## src/rtl/hps_ram.sv

```systemverilog
// Generic simple dual-port RAM, one write and one registered read per cycle.
`default_nettype none
module hps_ram #(
    parameter int WIDTH = 8,
    parameter int DEPTH = 16
) (
    input  wire logic                     i_clk,
    input  wire logic                     i_wr_en,
    input  wire logic [$clog2(DEPTH)-1:0] i_wr_addr,
    input  wire logic [WIDTH-1:0]         i_wr_data,
    input  wire logic [$clog2(DEPTH)-1:0] i_rd_addr,
    output logic      [WIDTH-1:0]         o_rd_data
);
    logic [WIDTH-1:0] r_mem [DEPTH];
    logic [WIDTH-1:0] r_rd_data;

    always_ff @(posedge i_clk) begin
        if (i_wr_en) begin
            r_mem[i_wr_addr] <= i_wr_data;
        end
        r_rd_data <= r_mem[i_rd_addr];
    end

    assign o_rd_data = r_rd_data;
endmodule
`default_nettype wire

```

## config.mk

```make
export PLATFORM = sky130hd
export DESIGN_NAME = hps_ram
export DESIGN_NICKNAME = d
export VERILOG_FILES = /design/src/rtl/hps_ram.sv
export SDC_FILE = /design/constraint.sdc
export NUM_CORES = 1
export LEC_CHECK = 0
export BUFFER_PORTS_ARGS = -buffer_cell sky130_fd_sc_hd__clkbuf_2
export CORE_AREA = 3 3 140 142
export DETAILED_ROUTE_END_ITERATION = 12
export DIE_AREA = 0 0 143 145
export GPL_TIMING_DRIVEN = 0
export SLEW_MARGIN = 20
export SYNTH_ARGS = -nofsm -noshare
export SYNTH_HDL_FRONTEND = slang
export SYNTH_SLANG_ARGS = --single-unit
export TNS_END_PERCENT = 50
```

## constraint.sdc

```tcl
create_clock -name i_clk -period 3.2 [get_ports i_clk]
set_clock_uncertainty 0.15 [all_clocks]
set_input_delay 0.16 -clock i_clk [delete_from_list [all_inputs] [get_ports i_clk]]
set_output_delay 0.16 -clock i_clk [all_outputs]
set_load 0.01 [all_outputs]
```

After elaboration in Yosys (flattened, before gate mapping)
Memories as Yosys holds them, arrays and structs flattened. A register that Yosys moved wholly into a read port is not among the register bits.
Index checks and enable logic that the tools add are counted.
Storage, ports and cells
  register bits after elaboration: 0
  RAM bits: 128
  output and inout bits: 8
  word-level logic and storage cells: 3
  memories kept: 1
Cells by class
  mux-type cells: 2
Memory list
  r_mem: depth 16, width 8, read ports 1, clocked after Yosys merged registers in 1, write ports 1, line 14  | logic [WIDTH-1:0] r_mem [DEPTH];
Operators by type and width (count)
  $mux W1: 2

Depth between registers and ports, before layout
Gate-level depths: netlist of run 1.
  depth after elaboration: 2
  depth in mapped cells: 5
  mapped depth without buffers: 3

Worst setup path before layout of run 1
No wires, ideal clock.
  kind: input to register
  start point: input i_wr_addr[2]
  end point: memory r_mem[0][0], enable pin
  setup time: 0.383 ns
  data arrival time: 1.270 ns
  required time: 2.667 ns
  setup slack: 1.397 ns
  cell stages on the path: 2
  buffers on the path: 0
  path through: or3b_2 nor3_1
RTL lines
  start: declaration: line 9  | input wire logic [$clog2(DEPTH)-1:0] i_wr_addr,
  end: declaration: line 14
Straight into the memory's write port.

Final worst setup path of run 1
  start point: input i_wr_addr[2]
  end point: memory r_mem[2][4], enable pin
Straight into the memory's write port.

==> impl_results.md, run 1 <==
- Initial antenna violation count: 0
- DRC violations left: 0
- Compound-Gate Fraction of Synth Area: 2.33%
- Ports: 26
- R2R depth: 3
- Worst-path clk slew: 0.05 ns
- Synth cell types: 19
- Crit path DAT: 1.49 ns
- Core area: 18600 sq um
- Port Buf Inserts: 24
- CTS tree: done
- Top FF cell, synth: edfxtp_1
- Placed cell area: 5580 sq um
- Power share of the clock group: 48.6%
- Startpoint Class: input port
- Largest net degree at the start of global routing: 17
- Tmin final: 1.61 ns
- Area of the multi-input gates: 1080 sq um
- Total grt overflow: 0
- # fillers: 1705
- DP HPWL: 6490 um
- Fin Setup TNS: 0 ns
- Share of cells above drive strength 1: 30.9%
- Sequential cell area fraction in the yosys report: 77.8%
- Final Cycle Share: 50.4%
- R2r setup slk: 1.60 ns
- Max cap viols: 0
- Slew @ Worst Pin: 0.860 ns
- Worst VDD drop: 0.000362 V
- Pre-CTS setup slack: 1.18 ns
- Simple-Gate Fraction of Synth Area: 3.18%
- Worst Setup Path Type: in2reg
- CTS root buf: clkbuf_16
- First-pass GRT wire length: 15000 um
- Internal: 3.50 mW
- GPL Wtd Cong: 0.676
- Syn_nets: 247
- Die width: 143 um
- RR Startpoint: r_mem[5][0]
- DR pass1 iterations: 4
- Part of the power in combinational logic: 4.5%
- Ys async rst share: 0%
- Final setup vio count: 0
- Synthesized instance count: 229
- Fin area: 6230 sq um
- Final #Nets: 290
- P_sw: 779 uW
- Final wirelength: 9790 um
- Worst hold path class: in2reg
- Post-synth top area share: 74.7%
- Flop pwr share: 46.9%
- Net Sw Frac: 18.2%
- Ant diodes: 0
- Outcome: complete, no violations
- DRT iter0 DRCs: 277
- Post-synth top area cell: edfxtp_1
- Required @ worst endpoint: 3.07 ns
- Tot GR Track Use: 10.0%
- Setup bufs post-CTS: 0
- Longest Clk Path Bufs: 2
- Most area-consuming cells after synthesis: edfxtp_1, mux4_2, mux4_1
- CP Max Fanout: 8
- Area growth, synth to finish: 21.1%
- Fmax: 620 MHz
- Drt wl/cell: 18.9 um
- Critical path endpoint: r_mem[2][4]
- Placed cell count: 487
- Via count: 2376
- Largest family of logic cells by synthesized area: multiplexers
- Sequential cell area: 4000 sq um
- CTS resizes: 0
- PwrDens: 686 nW/um^2
- Sink Count: 136
- YS warnings: 0
- Most frequent cells after synthesis: edfxtp_1, mux4_2, a22oi_1
- Final Worst Setup Slack: 1.59 ns
- RR Endpoint: o_rd_data[0]
- DR vias/cell: 4.58
- Worst skew pair latency: 0.40 ns
- Initial Util: 27.7%
- Vias in the first global route: 2494
- Rel. slew slack: 42.5%
- Final Slew Violations: 0
- Fin. Hold Viols: 0
- TritonCTS buffer count: 17
- Count of non-filler cells in the finished layout: 519
- Count leader, synth: edfxtp_1
- Std-Cell Rows: 50
- Netlist Area Pre-Place: 5150 sq um
- Total power: 4.27 mW
- Die Y: 145 um
- Yosys reg bits: 136
- Mux contribution to synthesized area: 15.0%
- Die area: 20700 sq um
- Post-synth EDFFs: 128
- LEAKAGE: 2.07 nW
- Post-Synth XOR/XNOR Area: 0%
- Post-Syn Area per Cell: 22.5 sq um
- Post-synthesis adder-cell area fraction: 0%
- CTS HTree Levels: 4
- Hold-fix buffers, CTS: 0
- Setup repair after global routing missed its margin: no
- CP Capture Type: flop
- Detail Route Antenna Nets: 0
- Critical Path Start: i_wr_addr[2]
-- placed cells by master, fill, tap and decap left out --
cell type and instances:
a22oi_1 16, and2_1 1, and2b_1 1, buf_2 3, buf_4 1, buf_6 3
bufinv_16 4, clkbuf_1 1, clkbuf_16 17, clkbuf_2 24, clkbuf_8 6, clkdlybuf4s25_2 3
clkinv_2 4, dfxtp_1 8, edfxtp_1 128, mux4_1 14, mux4_2 18, nand2_1 9
nand2b_1 2, nand3_1 1, nand3b_1 2, nor2_1 13, nor2b_1 1, nor3_2 4
or3b_2 1
-- kinds of logic after synthesis --
kind of cell    count (synthesis)
compound gates                 16
flops                         136
mux                            32
buf+inv                        10
simple gates                   35
-- per-layer routing --
metal	up-vias	track usage (%)	wire [um]
li1	1059	-	-
met3	12	3.23	579
met5	-	0	0
met2	70	15.2	4730
met4	0	2.99	98
met1	1235	13.8	4380
-- power groups by stage --
stage / registers, mW / logic (mW) / clock network, mW
after global routing: 2.01 / 0.211 / 2.19
after detailed placement: 2.04 / 0.198 / 0
after global placement: 2.04 / 0.191 / 0
after CTS: 2.00 / 0.198 / 2.11
after floorplan: 2.04 / 0.101 / 0
final: 2.00 / 0.192 / 2.08
-- cell type report --
cell class	count	area share, %
sequential	136	64.2
multi-input combinational	83	17.3
clock buffer	24	8.21
tap	234	4.70
clock inverter	8	2.25
timing repair buffer	24	1.93
buffer	10	1.39
-- state kept, by name (all words and copies together), names as in the netlist --
signal / flops
o_rd_data: 8
r_mem: 128
-- how the worst min path moves through the flow --
stage                            start           end  slack [ns]  cells after the start
after floorplan           i_wr_data[0]   r_mem[0][0]        0.11                      0
after global placement    o_rd_data[3]  o_rd_data[3]        0.42                      1
after detailed placement  o_rd_data[3]  o_rd_data[3]        0.41                      1
after CTS                 i_wr_data[6]   r_mem[7][6]        0.03                      1
after global routing      i_wr_data[5]   r_mem[6][5]        0.08                      1
final                     i_wr_data[5]   r_mem[7][5]        0.06                      1
-- critical path, stage by stage --
cell and delay [ns]:
clkbuf_2 0.10, or3b_2 0.54, nor2_1 0.68
-- per-stage QoR --
stage	hold slack, ns	util (%)
after CTS	0.0296	33.5
final	0.0624	33.5
after detailed placement	0.411	30.0
after floorplan	0.109	-
after global placement	0.417	29.9
after global routing	0.0815	33.5
Note: power is estimated with default switching activity, not from simulation.
==> run 2, diff against run 1 <==
==> constraint.sdc (replaced) <==
create_clock -name i_clk -period 1.5 [get_ports i_clk]
set_clock_uncertainty 0.15 [all_clocks]
set_input_delay 0.075 -clock i_clk [delete_from_list [all_inputs] [get_ports i_clk]]
set_output_delay 0.075 -clock i_clk [all_outputs]
set_load 0.01 [all_outputs]
==> run 2 against run 1 <==
- combinational power increased by 140%
- critical path depth unchanged
- cell count increased by 2.9%
- count of clock-buffer cells in the layout decreased by 5
- design area increased by 1.8%
- register-to-register slack got worse by 1.6 ns
- non-clock buffer count increased by 15
- routed wire length increased by 10%
- sequential cell count unchanged
- global-route usage increased by 0.89 points
- largest power group is now sequential cells
==> impl_results.md, run 2 (synthesized netlist as in run 1, its figures left out) <==
- Outcome: complete, no violations
- DR pass1 iterations: 4
- Worst hold path class: in2reg
- Worst skew pair latency: 0.41 ns
- Net Sw Frac: 20.8%
- Slowest-stage cell, CP: mux4_1
- Max reg flops: 128
- CTS root buf: clkbuf_16
- Drt wl/cell: 20.2 um
- Die width: 143 um
- Flop pwr share: 49.2%
- P_sw: 1.80 mW
- Fmax: 681 MHz
- Fin. Hold Viols: 0
- Via count: 2453
- Tot GR Track Use: 10.9%
- Final #Nets: 305
- Initial Util: 27.7%
- TritonCTS buffer count: 17
- Fin Setup TNS: 0 ns
- Worst VDD drop: 0.000810 V
- Most frequent cells in the layout: edfxtp_1, clkbuf_2, mux4_2, clkbuf_16, dlygate4sd3_1
- Part of the power in combinational logic: 5.4%
- Share of cells above drive strength 1: 34.0%
- CP Max Fanout: 1
- DRT iter0 DRCs: 269
- CP Capture Type: flop
- Total power: 8.68 mW
- LEAKAGE: 2.06 nW
- Internal: 6.88 mW
- Crit path DAT: 1.61 ns
- Final Worst Setup Slack: 0.0325 ns
- Commonest non-fill, non-tap cell in the layout: edfxtp_1
- Core area: 18600 sq um
- DR vias/cell: 4.59
- Ports: 26
- Setup repair after global routing missed its margin: yes
- Total grt overflow: 0
- Initial antenna violation count: 0
- Rel. slew slack: 34.8%
- Final wirelength: 10800 um
- GPL Wtd Cong: 0.697
- Top reg by flops: r_mem
- Util after Layout: 34.1%
- Port Buf Inserts: 24
- Final Slew Violations: 0
- CP cell instances: mux4_1, a22oi_2, nand2_1
- PwrDens: 1370 nW/um^2
- Slew @ Worst Pin: 0.975 ns
- Pre-CTS setup slack: -0.449 ns
- Longest Clk Path Bufs: 2
- Std-Cell Rows: 50
- Detail Route Antenna Nets: 0
- Vias in the first global route: 2584
- CP peak stage delay: 0.53 ns
- Area growth, synth to finish: 23.2%
- Sink Count: 136
- DRC violations left: 0
- Ant diodes: 0
- Power share of the clock group: 45.4%
- Required @ worst endpoint: 1.64 ns
- Final Cycle Share: 97.8%
- CTS tree: done
- Max cap viols: 0
- CTS HTree Levels: 4
- Final setup vio count: 0
- Tmin final: 1.47 ns
- Worst Setup Path Type: reg2reg
- Startpoint Class: flop
- Die Y: 145 um
- Worst-path clk slew: 0.06 ns
- Largest net degree at the start of global routing: 17
- DP HPWL: 6790 um
- First-pass GRT wire length: 16300 um
- Die area: 20700 sq um
run 2: layout make-up:
type / count / area, sq um
plain buffers: 10 / 86.3
clock buffers: 19 / 433
clock inverters: 13 / 131
fillers: 1715 / 12200
multi-input cells: 83 / 1130
flip-flops and latches: 136 / 4000
well taps: 234 / 293
repair buffers: 39 / 265
run 2: routing by layer:
metal | vias up | GRT usage, % | share of wire [%]
li1 | 1085 | - | -
met1 | 1277 | 15.4 | 44
met2 | 76 | 15.6 | 49
met3 | 15 | 4.05 | 6.0
met4 | 0 | 3.61 | 1.5
met5 | - | 0 | 0
run 2: power by group through the flow:
stage	Combinational, mW	Clock [mW]	Sequential, mW
after floorplan	0.216	0	4.36
after global placement	0.409	0	4.35
after detailed placement	0.424	0	4.35
after CTS	0.458	4.01	4.27
after global routing	0.506	4.18	4.28
final	0.466	3.94	4.27
run 2: path summary, 6_finish.rpt:
kind         depth (start not counted)  slack (ns)         start            to
max                                  3        0.03   r_mem[1][5]  o_rd_data[5]
min                                  2       0.001  i_wr_addr[0]   r_mem[8][4]
max reg2reg                          3        0.03   r_mem[1][5]  o_rd_data[5]
min reg2reg                          3        0.54  r_mem[10][7]  o_rd_data[7]
run 2: stage by stage:
step	instances	instance area (sq um)	hold slack, ns
after CTS	532	6300	-0.0128
after global placement	487	5570	0.327
after detailed placement	489	5600	0.318
final	534	6340	0.00102
after floorplan	229	5150	0.0239
after global routing	534	6340	0.00757
run 2: worst max-delay path, delay by kind of cell (launching register included):
kind	cells	cell delay [ns]
AO/OA/AOI/OAI	1	0.20
AND/OR/NAND/NOR	1	0.10
multiplexers	1	0.53
flip-flops	1	0.36
run 2: repair_timing:
action / in CTS / in global routing
hold buffers: 11 / 2
endpoints found under the setup margin: 13 / 44
hold endpoints to repair: 131 / 8
setup buffers: 0 / 0
resized for setup: 6 / 13
pin swaps: 1 / 4
